## src/rtl/fcpa_pkg.sv

```systemverilog
package fcpa_pkg;

  // command codes
  localparam logic [1:0] CMD_GET     = 2'd0;
  localparam logic [1:0] CMD_PUT     = 2'd1;
  localparam logic [1:0] CMD_RESTART = 2'd2;

  // status codes
  localparam logic [2:0] ST_OK         = 3'd0;
  localparam logic [2:0] ST_EMPTY      = 3'd1;
  localparam logic [2:0] ST_MISALIGNED = 3'd2;
  localparam logic [2:0] ST_RANGE      = 3'd3;
  localparam logic [2:0] ST_FULL       = 3'd4;

  // configuration register indexes
  localparam logic [1:0] CFG_POOL_BASE   = 2'd0;
  localparam logic [1:0] CFG_CHUNK_COUNT = 2'd1;
  localparam logic [1:0] CFG_CHUNK_SIZE  = 2'd2;

  // reset values of the configuration registers
  localparam logic [31:0] POOL_BASE_RST   = 32'd0;
  localparam logic [10:0] CHUNK_COUNT_RST = 11'd1024;
  localparam logic [15:0] CHUNK_SIZE_RST  = 16'd64;

  // divider: 32-bit dividend, 16-bit divisor, quotient bits per cycle
  localparam int unsigned DIV_BITS  = 4;
  localparam int unsigned DIV_ITERS = 32 / DIV_BITS;
  localparam int unsigned DIV_CNT_W = $clog2(DIV_ITERS);

  typedef struct packed {
    logic [1:0]  command;
    logic [31:0] chunk_address;
  } request_t;

  typedef struct packed {
    logic [31:0] granted_address;
    logic [9:0]  chunk_index;
    logic [2:0]  status;
    logic [10:0] free_left;
  } result_t;

  typedef struct packed {
    logic        start;
    logic [31:0] dividend;
    logic [15:0] divisor;
  } div_req_t;

  typedef struct packed {
    logic        done;
    logic [31:0] quotient;
    logic [15:0] remainder;
  } div_rsp_t;

endpackage

```

## src/rtl/fcpa_div.sv

```systemverilog
module fcpa_div (
  input  logic                clk,
  input  logic                rst,
  input  fcpa_pkg::div_req_t  req,
  output fcpa_pkg::div_rsp_t  rsp
);
  import fcpa_pkg::*;

  logic                 running;
  logic [DIV_CNT_W-1:0] iter;
  logic [31:0]          quo;
  logic [15:0]          rem;
  logic [15:0]          dvs;
  logic [31:0]          quo_next;
  logic [15:0]          rem_next;

  // restoring division, several quotient bits per cycle
  always_comb begin
    logic [16:0] r;
    logic [31:0] q;
    r = {1'b0, rem};
    q = quo;
    for (int k = 0; k < DIV_BITS; k++) begin
      r = {r[15:0], q[31]};
      q = {q[30:0], 1'b0};
      if (r >= {1'b0, dvs}) begin
        r    = r - {1'b0, dvs};
        q[0] = 1'b1;
      end
    end
    quo_next = q;
    rem_next = r[15:0];
  end

  always_ff @(posedge clk) begin
    if (rst) begin
      running  <= 1'b0;
      iter     <= '0;
      rsp.done <= 1'b0;
    end else begin
      rsp.done <= 1'b0;
      if (req.start) begin
        running <= 1'b1;
        iter    <= '0;
        quo     <= req.dividend;
        rem     <= '0;
        dvs     <= req.divisor;
      end else if (running) begin
        quo  <= quo_next;
        rem  <= rem_next;
        iter <= iter + 1'b1;
        if (iter == DIV_CNT_W'(DIV_ITERS - 1)) begin
          running       <= 1'b0;
          rsp.done      <= 1'b1;
          rsp.quotient  <= quo_next;
          rsp.remainder <= rem_next;
        end
      end
    end
  end

endmodule

```

## config.mk

```make
export PLATFORM = sky130hd
export DESIGN_NAME = fcpa_div
export DESIGN_NICKNAME = d
export VERILOG_FILES = /design/src/rtl/fcpa_pkg.sv /design/src/rtl/fcpa_div.sv
export SDC_FILE = /design/constraint.sdc
export NUM_CORES = 1
export LEC_CHECK = 0
export BUFFER_PORTS_ARGS = -buffer_cell sky130_fd_sc_hd__buf_2
export CELL_PAD_IN_SITES_DETAIL_PLACEMENT = 0
export CELL_PAD_IN_SITES_GLOBAL_PLACEMENT = 1
export CORE_MARGIN = 4
export CORE_UTILIZATION = 40
export CTS_CLUSTER_SIZE = 28
export DETAILED_ROUTE_END_ITERATION = 16
export PLACE_DENSITY = 0.75
export SETUP_SLACK_MARGIN = 0.5
export SKIP_CTS_REPAIR_TIMING = 1
export SLEW_MARGIN = 20
export SYNTH_ARGS = -nofsm -noshare
export SYNTH_HDL_FRONTEND = slang
export SYNTH_SLANG_ARGS = --single-unit
```

## constraint.sdc

```tcl
create_clock -name clk -period 10.6 [get_ports clk]
set_input_delay 0.53 -clock clk [delete_from_list [all_inputs] [get_ports clk]]
set_output_delay 0.53 -clock clk [all_outputs]
set_load 0.01 [all_outputs]
```

==> results of run 1 <==
[cells by family (layout without fill, tap and decap cells)]
logic type	count (synthesis)	in the layout	share of synthesized area (%)
multiplexers	75	75	10.3
AND/OR/NAND/NOR	174	174	11.8
buffers and inverters	67	202	3.56
flip-flops	117	117	42.5
adder cells (fa/ha/maj)	70	70	11.1
XOR/XNOR	47	47	5.05
AO/OA/AOI/OAI	185	185	15.7
[worst max-delay path: cells and delay by family, from the launching register on]
kind / cells / cell delay [ns]
AO/OA/AOI/OAI: 17 / 3.82
adder cells (fa/ha/maj): 4 / 1.45
AND/OR/NAND/NOR: 8 / 1.32
multiplexers: 4 / 1.29
buffers and inverters: 6 / 0.97
flip-flops: 1 / 0.42
XOR/XNOR: 1 / 0.07
[layout make-up]
cell class	count	area (µm²)	share of cell area, %
sequential	117	3460	35.2
tap	265	332	3.37
timing repair buffer	126	702	7.14
multi-input combinational	551	4550	46.3
clock buffer	18	429	4.36
clock inverter	13	180	1.83
inverter	45	178	1.81
[per-stage QoR]
step / setup slack (ns) / cells
after floorplan: 1.13 / 735
after global placement: 0.140 / 1089
after detailed placement: -0.0578 / 1089
after CTS: -0.107 / 1120
after global routing: 0.434 / 1135
final: 1.01 / 1135
[sequential cells by signal (all words and copies together) (netlist names)]
| signal | count |
|---|---|
| rsp | 49 |
| quo | 32 |
| iter | 3 |
| running | 1 |
| dvs | 16 |
| rem | 16 |
[worst paths after layout]
kind,end,slack (ns),depth (start not counted)
hold / removal,dvs[3]$_DFFE_PP_,0.28,1
setup / recovery,quo[0]$_DFFE_PP_,1.01,40
hold reg to reg,rsp[28]$_DFFE_PP_,0.44,0
setup reg to reg,quo[0]$_DFFE_PP_,1.01,40
[placed cells by master, fill, tap and decap left out, types with 21 or more instances in the layout]
cell type,netlist,routed
nor2_1,29,28
ha_1,66,59
nor3_1,23,21
inv_1,42,41
buf_4,2,26
xnor2_1,31,31
edfxtp_1,112,112
mux2_2,66,66
buf_2,7,99
o21ai_0,28,28
a21oi_1,67,66
nand2_1,33,33
[cells in the mapped netlist, types with 5 or more instances]
master    count
nand2_1      33
o31ai_1       6
a211oi_2     10
mux2_2       66
nand3_1      20
nor4_1        7
xnor2_1      31
clkbuf_1      9
mux2i_1       7
nor3_1       23
o21ai_0      28
nand4_1      13
nor2_1       29
o21a_1        9
nor2b_1       9
dfxtp_1       5
a211oi_1      7
buf_2         7
or2_2         5
nor3_2        8
a21oi_1      67
ha_1         66
o21bai_1      5
a21o_1       17
edfxtp_1    112
and3_1        7
inv_1        42
xor2_1       16
[metal layers]
metal  global-route usage [%]  vias to the layer above  share of wire (%)
met1                     27.4                     3001                 47
met4                     5.17                        0                1.7
li1                         -                     3053                  -
met5                        0                        -                  0
met3                     3.88                       30                4.5
met2                     29.7                      150                 47
==> impl_summary.log, run 1 <==
[metrics] outcome: completed
[metrics] Final Max Slew Viols: 0
[metrics] Crit-path slowest cell: edfxtp_1
[metrics] RSZ-0062 raised after global routing: no
[metrics] required time at the worst-slack endpoint: 10.77 ns
[metrics] Finished Core Util: 49.9%
[metrics] cell count after synthesis: 735
[metrics] count of inserted antenna diode cells: 0
[metrics] Tcrit/Tclk final: around nine tenths
[metrics] die area: 22,700 µm²
[metrics] post-layout instance area: 9830 µm²
[metrics] arrival time of the worst setup path: around 10 ns
[metrics] ratio of cells with drive above 1 in the final layout: between 30% and 40%
[metrics] highest net fanout along the worst path: 24
[metrics] maximum buffer depth of the clock tree: 2
[metrics] remaining global-route overflow: 0
[metrics] Avg Cell Area, Syn: ~11 µm²
[metrics] final hold violations: 0
[metrics] top cells by area, synth: edfxtp_1 41%, ha_1 10%, mux2_2 9.1%
[metrics] warnings from Yosys: 0
[metrics] maximum single-stage delay on the critical path: 0.42 ns
[metrics] maximum number of pins on one net before global-route repair: 53
[metrics] Starting DRT DRC Count: 422
[metrics] startpoint kind of the worst setup timing path: register
[metrics] combined area of all synthesized cells: 8150 µm²
[metrics] Post-synth EDFFs: 112
[metrics] wire length of the first global-routing pass: 33,200 µm
[metrics] final weighted congestion in routability-driven placement: 0.923
[metrics] beginning of the worst hold path: req[3]
[metrics] worst relative slew slack: around two fifths
[metrics] number of I/O port buffers: 99
[metrics] area added between synthesis and finish: 20.7%
[metrics] total nets after synthesis: 856
[metrics] Detailed Routing Iterations Pass 1: 5
[metrics] Hold/Removal Path Class: input pin to register
[metrics] fraction of the yosys area taken by sequential cells: 42.5%
[metrics] CTS H-tree depth: 4
[metrics] GRT Overall Usage: 19.2%
[metrics] share of the synthesized area in the top cell type: about two fifths
[metrics] startpoint of the worst-slack reg-to-reg timing path: dvs[1]$_DFFE_PP_
[metrics] CTS Sinks: 117
[metrics] height of the chip: 151 µm
[metrics] clock tree from TritonCTS: done
[metrics] final number of setup-violating endpoints: 0
[metrics] number of core rows: 51
[metrics] boundary pin count: 100
[metrics] Async S/R FF share, synth: 0%
[metrics] Worst Setup End Kind: register
[metrics] area of the core: ~20,000 µm²
[metrics] Main synth FF type: edfxtp_1
[metrics] Antenna Violating Nets Remaining: 0
[metrics] CTS Root Buffer Type: clkbuf_16
[metrics] cell type contributing the most total cell area after synthesis: edfxtp_1
[metrics] worst slew pin tran: 0.919 ns
[metrics] clock buffers created by TritonCTS: 17
[metrics] worst setup path startpoint: dvs[1]$_DFFE_PP_
[metrics] number of library cell types mapped by synthesis: 73
[metrics] minimum period implied by the final worst setup slack: 9.59 ns
[metrics] Initial Util: 41.3%
[metrics] DRC Markers: 0
[metrics] register clock-pin slew on the reported worst setup and hold paths: 0.05 ns
[metrics] post-placement cell area: 8960 µm²
[metrics] Total Neg Setup Slack: 0 ns
[metrics] Clock Latency Late Sink: 0.43 ns
[metrics] final-layout worst hold slack: 0.283 ns
[metrics] die width: 151 µm
[metrics] start-to-end type of the worst setup path: register to register
[metrics] antenna violations before repair: 0
[metrics] vias per cell: between 5 and 6
[metrics] DR WL/cell: between 15 and 20 µm
[metrics] Final Net Count: 979
[metrics] FF+latch count, synth: 117
[metrics] worst clock skew: 0.0102 ns
[metrics] routed wire length: 21,600 µm
[metrics] Max Clock Freq: 104 MHz
[metrics] fillers: 1,747
[metrics] detailed-route via count: a little over 6,000
[metrics] via count of the first global-routing pass: ~6,100
[metrics] # Max-Cap Violations: 0
[metrics] Final HPWL DP: 16,500 µm
Power of run 1 is not shown: default switching activity piles up to over one toggle a cycle in this logic, so the estimate is an artifact.
==> run 2: changes to the inputs <==
--- a/config.mk
+++ b/config.mk
@@ -12,7 +12,7 @@
 export CORE_UTILIZATION = 40
 export CTS_CLUSTER_SIZE = 28
 export DETAILED_ROUTE_END_ITERATION = 16
-export PLACE_DENSITY = 0.75
+export PLACE_DENSITY = 0.77
 export SETUP_SLACK_MARGIN = 0.5
 export SKIP_CTS_REPAIR_TIMING = 1
 export SLEW_MARGIN = 20
==> constraint.sdc (replaced) <==
create_clock -name clk -period 8.6 [get_ports clk]
set_input_delay 0.43 -clock clk [delete_from_list [all_inputs] [get_ports clk]]
set_output_delay 0.43 -clock clk [all_outputs]
set_load 0.01 [all_outputs]
==> impl_summary.log, run 2 (synthesis gave the netlist of run 1 again) <==
[metrics] Tcrit/Tclk final: 100%
[metrics] Layout Cells excl Fill: 1,220
[metrics] area of the core: 19,700 µm²
[metrics] outcome: finished with violations
[metrics] wire length of the first global-routing pass: roughly 36,000 µm
[metrics] Largest regs: rsp: 49 flops, quo: 32 flops
[metrics] register with the highest flop count: rsp
[metrics] ratio of cells with drive above 1 in the final layout: 45.2%
[metrics] GRT Overall Usage: 21.3%
[metrics] wl on met1: 11,800 µm
[metrics] footprint of the flip-flops and latches: 3460 µm²
[metrics] via count of the first global-routing pass: 6,379
[metrics] DRC Markers: 0
[metrics] Final Net Count: 1,063
[metrics] most used cells in the layout excluding fill and tap cells: 112 x edfxtp_1, 100 x buf_4, 99 x buf_2
[metrics] failing checks: setup timing
[metrics] height of the chip: ~150 µm
[metrics] startpoint of the worst-slack reg-to-reg timing path: dvs[0]$_DFFE_PP_
[metrics] minimum setup slack in the final design: -0.0105 ns
[metrics] CTS Root Buffer Type: clkbuf_16
[metrics] R2R setup slack: -0.01 ns
[metrics] required time at the worst-slack endpoint: 8.79 ns
[metrics] startpoint kind of the worst setup timing path: register
[metrics] Final Max Slew Viols: 0
[metrics] register clock-pin slew on the reported worst setup and hold paths: 0.06 ns
[metrics] clock buffers created by TritonCTS: 17
[metrics] R2R Path End: rem[7]$_SDFFCE_PP0P_
[metrics] Cells on Worst Hold Path: 1
[metrics] Max Clock Freq: 116 MHz
[metrics] maximum buffer depth of the clock tree: 2
[metrics] vias per cell: 5.49
[metrics] number of core rows: 51
[metrics] RSZ-0062 raised after global routing: yes
[metrics] Crit-path slowest cell: edfxtp_1
[metrics] CTS Sinks: roughly 120
[metrics] kind of cell adding the most delay to the critical path: compound AO/OA/AOI/OAI gates
[metrics] Hold Path End: dvs[0]$_DFFE_PP_
[metrics] beginning of the worst hold path: req[0]
[metrics] final-layout worst hold slack: 0.185 ns
[metrics] worst relative slew slack: approximately 51%
[metrics] Detailed Routing Iterations Pass 1: 7
[metrics] max reg flops: 49
[metrics] final number of setup-violating endpoints: 1
[metrics] detailed-route via count: ~6,700
[metrics] CTS H-tree depth: 4
[metrics] worst slew pin tran: roughly 0.73 ns
[metrics] # Max-Cap Violations: 0
[metrics] boundary pin count: 100
[metrics] area taken by multi-input logic gates: 5220 µm²
[metrics] DR WL/cell: 20.3 µm
[metrics] area added between synthesis and finish: 37.0%
[metrics] Worst Setup End Kind: register
[metrics] highest net fanout along the worst path: 8
[metrics] Hold/Removal Path Class: input pin to register
[metrics] start-to-end type of the worst setup path: register to register
[metrics] Initial Util: 41.3%
[metrics] final hold violations: 0
[metrics] clock tree from TritonCTS: done
[metrics] uppermost routed layer: met4
[metrics] die width: 151 µm
[metrics] antenna violations before repair: 0
[metrics] post-placement cell area: roughly 9800 µm²
[metrics] post-layout instance area: 11,200 µm²
[metrics] routed wire length: 24,800 µm
[metrics] Clock Latency Late Sink: roughly 0.42 ns
[metrics] cell count of the worst reg-to-reg path: 40
[metrics] maximum single-stage delay on the critical path: 0.52 ns
[metrics] Finished Core Util: between 50% and 60%
[metrics] fillers: 1,650
[metrics] total instance count after detailed placement: 1,157
[metrics] remaining global-route overflow: 0
[metrics] Starting DRT DRC Count: about 490
[metrics] maximum number of pins on one net before global-route repair: 53
[metrics] detailed route wirelength on metal2: 11,600 µm
[metrics] worst clock skew: between 0.015 and 0.02 ns
[metrics] Final HPWL DP: between 15,000 and 20,000 µm
[metrics] minimum period implied by the final worst setup slack: 8.61 ns
[metrics] most frequent cell on the critical path: ha_4
[metrics] number of I/O port buffers: 99
[metrics] die area: ~23,000 µm²
[metrics] arrival time of the worst setup path: 8.81 ns
[metrics] total length of routed met3 wires: 1080 µm
[metrics] most frequent standard cell in the layout excluding fill and tap cells: edfxtp_1
[metrics] final weighted congestion in routability-driven placement: 0.940
[metrics] buffer and inverter count on the worst path: 7
[metrics] count of inserted antenna diode cells: 0
[metrics] Antenna Violating Nets Remaining: 0
==> run 2: cell types whose count changed in the layout (fill, tap and decap cells not counted), sizes merged <==
| cell | change |
|---|---|
| buf | +81 |
| bufinv | -3 |
| clkbuf | +2 |
| clkinv | +5 |
| clkinvlp | -1 |
| inv | +1 |
==> run 2: worst max path at each step <==
| stage | start | to | slack [ns] | depth (start not counted) |
|---|---|---|---|---|
| after CTS | rem[9]$_SDFFCE_PP0P_ | rem[2]$_SDFFCE_PP0P_ | -0.27 | 37 |
| after global routing | rem[8]$_SDFFCE_PP0P_ | rem[15]$_SDFFCE_PP0P_ | -0.28 | 41 |
| after detailed placement | rem[9]$_SDFFCE_PP0P_ | rem[2]$_SDFFCE_PP0P_ | -0.23 | 38 |
| after floorplan | dvs[1]$_DFFE_PP_ | quo[0]$_DFFE_PP_ | 0.16 | 41 |
| after global placement | rem[9]$_SDFFCE_PP0P_ | rem[2]$_SDFFCE_PP0P_ | -0.28 | 38 |
| final | dvs[0]$_DFFE_PP_ | rem[7]$_SDFFCE_PP0P_ | -0.01 | 40 |
==> run 2: worst register-to-register path, delay by kind of cell, from the launching register on <==
| kind | cells | cell delay [ns] |
|---|---|---|
| buf+inv | 7 | 0.95 |
| mux | 3 | 1.03 |
| compound gates | 17 | 3.13 |
| flops | 1 | 0.52 |
| fa+ha+maj | 4 | 1.04 |
| simple gates | 9 | 1.75 |
==> run 2: metrics by stage <==
stage | setup TNS [ns] | setup WS [ns]
after global routing | -5.03 | -0.276
after floorplan | 0 | 0.158
final | -0.0105 | -0.0105
after detailed placement | -1.35 | -0.231
after CTS | -2.41 | -0.267
after global placement | -2.13 | -0.278
==> run 2: final cells by class <==
cell class	count	area share [%]
clock buffers	18	3.85
multi-input cells	551	46.8
clock inverters	14	1.13
repair buffers	209	12.5
repair inverters	1	0.0785
well taps	265	2.97
flip-flops and latches	117	31.0
inverters	45	1.63
==> run 2: routing by layer <==
metal  up-vias  track usage, %
met4         0            5.39
met1      3285            30.8
li1       3222               -
met3        25            4.30
met5         -               0
met2       161            32.6
Power of run 2 is left out for the same reason.
==> run 3: changes to the inputs <==
--- a/config.mk
+++ b/config.mk
@@ -6,13 +6,11 @@
 export NUM_CORES = 1
 export LEC_CHECK = 0
 export BUFFER_PORTS_ARGS = -buffer_cell sky130_fd_sc_hd__buf_2
-export CELL_PAD_IN_SITES_DETAIL_PLACEMENT = 0
-export CELL_PAD_IN_SITES_GLOBAL_PLACEMENT = 1
 export CORE_MARGIN = 4
 export CORE_UTILIZATION = 40
 export CTS_CLUSTER_SIZE = 28
 export DETAILED_ROUTE_END_ITERATION = 16
-export PLACE_DENSITY = 0.77
+export PLACE_DENSITY = 0.65
 export SETUP_SLACK_MARGIN = 0.5
 export SKIP_CTS_REPAIR_TIMING = 1
 export SLEW_MARGIN = 20
==> impl_summary.log, run 3 (synthesis gave the netlist of run 1 again) <==
[metrics] outcome: finished with violations
[metrics] failing checks: setup timing
[metrics] worst relative slew slack: 52.5%
[metrics] CTS H-tree depth: 4
[metrics] Final HPWL DP: 17,900 µm
[metrics] met1 GRT Util: 27.2%
[metrics] area of the core: 19,700 µm²
[metrics] antenna violations before repair: 0
[metrics] wire length of the first global-routing pass: 34,700 µm
[metrics] met2 track demand over resource: between 30% and 40%
[metrics] Final Max Slew Viols: 0
[metrics] Tcrit/Tclk final: 101%
[metrics] minimum setup slack in the final design: -0.106 ns
[metrics] most frequent cell on the critical path: ha_4
[metrics] Antenna Violating Nets Remaining: 0
[metrics] die width: ~150 µm
[metrics] maximum single-stage delay on the critical path: 0.50 ns
[metrics] Starting DRT DRC Count: 389
[metrics] area added between synthesis and finish: 34.0%
[metrics] RSZ-0062 raised after global routing: yes
[metrics] via count of the first global-routing pass: 6,478
[metrics] maximum number of pins on one net before global-route repair: 53
[metrics] Initial Util: 41.3%
[metrics] height of the chip: 151 µm
[metrics] worst clock skew: 0.0107 ns
[metrics] final weighted congestion in routability-driven placement: 0.961
[metrics] GRT Overall Usage: 20.3%
[metrics] # Max-Cap Violations: 0
[metrics] clock buffers created by TritonCTS: 17
[metrics] buffer and inverter count on the worst path: 7
[metrics] remaining global-route overflow: 0
[metrics] count of inserted antenna diode cells: 0
[metrics] boundary pin count: 100
[metrics] most frequent standard cell in the layout excluding fill and tap cells: edfxtp_1
[metrics] minimum period implied by the final worst setup slack: 8.71 ns
[metrics] number of I/O port buffers: ~100
[metrics] routed wire length: approximately 23,000 µm
[metrics] final hold violations: 0
[metrics] highest net fanout along the worst path: 14
[metrics] kind of cell adding the most delay to the critical path: compound AO/OA/AOI/OAI gates
[metrics] Crit-path slowest cell: edfxtp_1
[metrics] die area: 22,700 µm²
[metrics] most used cells in the layout excluding fill and tap cells: 112 x edfxtp_1, 99 x buf_2, 90 x buf_4
[metrics] register clock-pin slew on the reported worst setup and hold paths: 0.06 ns
[metrics] Max Clock Freq: 115 MHz
[metrics] worst slew pin tran: 0.713 ns
[metrics] detailed-route via count: 6,647
[metrics] vias per cell: 5.51
[metrics] Finished Core Util: a little under three fifths
[metrics] clock tree from TritonCTS: done
[metrics] maximum buffer depth of the clock tree: 2
[metrics] number of core rows: 51
[metrics] ratio of cells with drive above 1 in the final layout: 43.6%
[metrics] Largest regs: rsp: 49 flops, quo: 32 flops
[metrics] GRT met3 Usage: under 10%
[metrics] required time at the worst-slack endpoint: 8.79 ns
[metrics] arrival time of the worst setup path: 8.90 ns
[metrics] Worst Setup End Kind: register
[metrics] CTS Root Buffer Type: clkbuf_16
[metrics] Clock Latency Late Sink: 0.42 ns
[metrics] Detailed Routing Iterations Pass 1: 5
[metrics] register with the highest flop count: rsp
[metrics] DR WL/cell: 19.4 µm
[metrics] Hold/Removal Path Class: input pin to register
[metrics] startpoint kind of the worst setup timing path: register
[metrics] fillers: roughly 1,700
[metrics] busiest grt layer: met2
[metrics] DRC Markers: 0
[metrics] final number of setup-violating endpoints: 17
[metrics] start-to-end type of the worst setup path: register to register
[metrics] CTS Sinks: 117
[metrics] max reg flops: 49
[metrics] Final Net Count: 1,051
==> run 3: changes by cell type in the layout (fill, tap and decap cells not counted), moves of 3 or more <==
cell / delta
nand2_4: -3
nand2_1: +3
a21oi_1: +4
ha_4: -7
mux2_4: -4
ha_2: +5
buf_4: -10
nor3_2: +3
o21ai_0: -3
mux2_2: +4
nor3_4: -4
inv_2: -3
==> run 3: worst paths after layout <==
path | slack [ns] | endpoint | depth (start not counted) | from
setup / recovery | -0.11 | rem[4]$_SDFFCE_PP0P_ | 38 | rem[3]$_SDFFCE_PP0P_
hold / removal | 0.18 | dvs[2]$_DFFE_PP_ | 1 | req[2]
setup reg to reg | -0.11 | rem[4]$_SDFFCE_PP0P_ | 38 | rem[3]$_SDFFCE_PP0P_
hold reg to reg | 0.44 | rsp[46]$_DFFE_PP_ | 0 | quo[26]$_DFFE_PP_
==> run 3: stage by stage <==
step	cells	TNS, ns	instance area, µm²	worst slack [ns]	hold slack [ns]
3_5_place_dp	1154	-2.24	9790	-0.263	0.433
4_1_cts	1185	-2.79	10400	-0.286	0.164
3_3_place_gp	1154	-0.564	9790	-0.157	0.427
5_1_grt	1207	-12.81	10900	-0.469	0.160
2_1_floorplan	735	0	8510	0.158	0.422
6_report	1207	-0.721	10900	-0.106	0.182
==> run 3: area by class of cell <==
type / instances / area [µm²] / share of cell area (%)
clock buffers: 17 / 425 / 3.90
multi-input cells: 551 / 5040 / 46.1
flip-flops and latches: 117 / 3460 / 31.7
clock inverters: 14 / 176 / 1.62
repair buffers: 198 / 1310 / 12.0
well taps: 265 / 332 / 3.04
inverters: 45 / 179 / 1.64
==> run 3: per-layer routing <==
metal  vias to the layer above  wire length [µm]
li1                       3188                 -
met1                      3195             10100
met2                       224             11500
met3                        40              1430
met4                         0               435
met5                         -                 0
Power of run 3 is left out for the same reason.
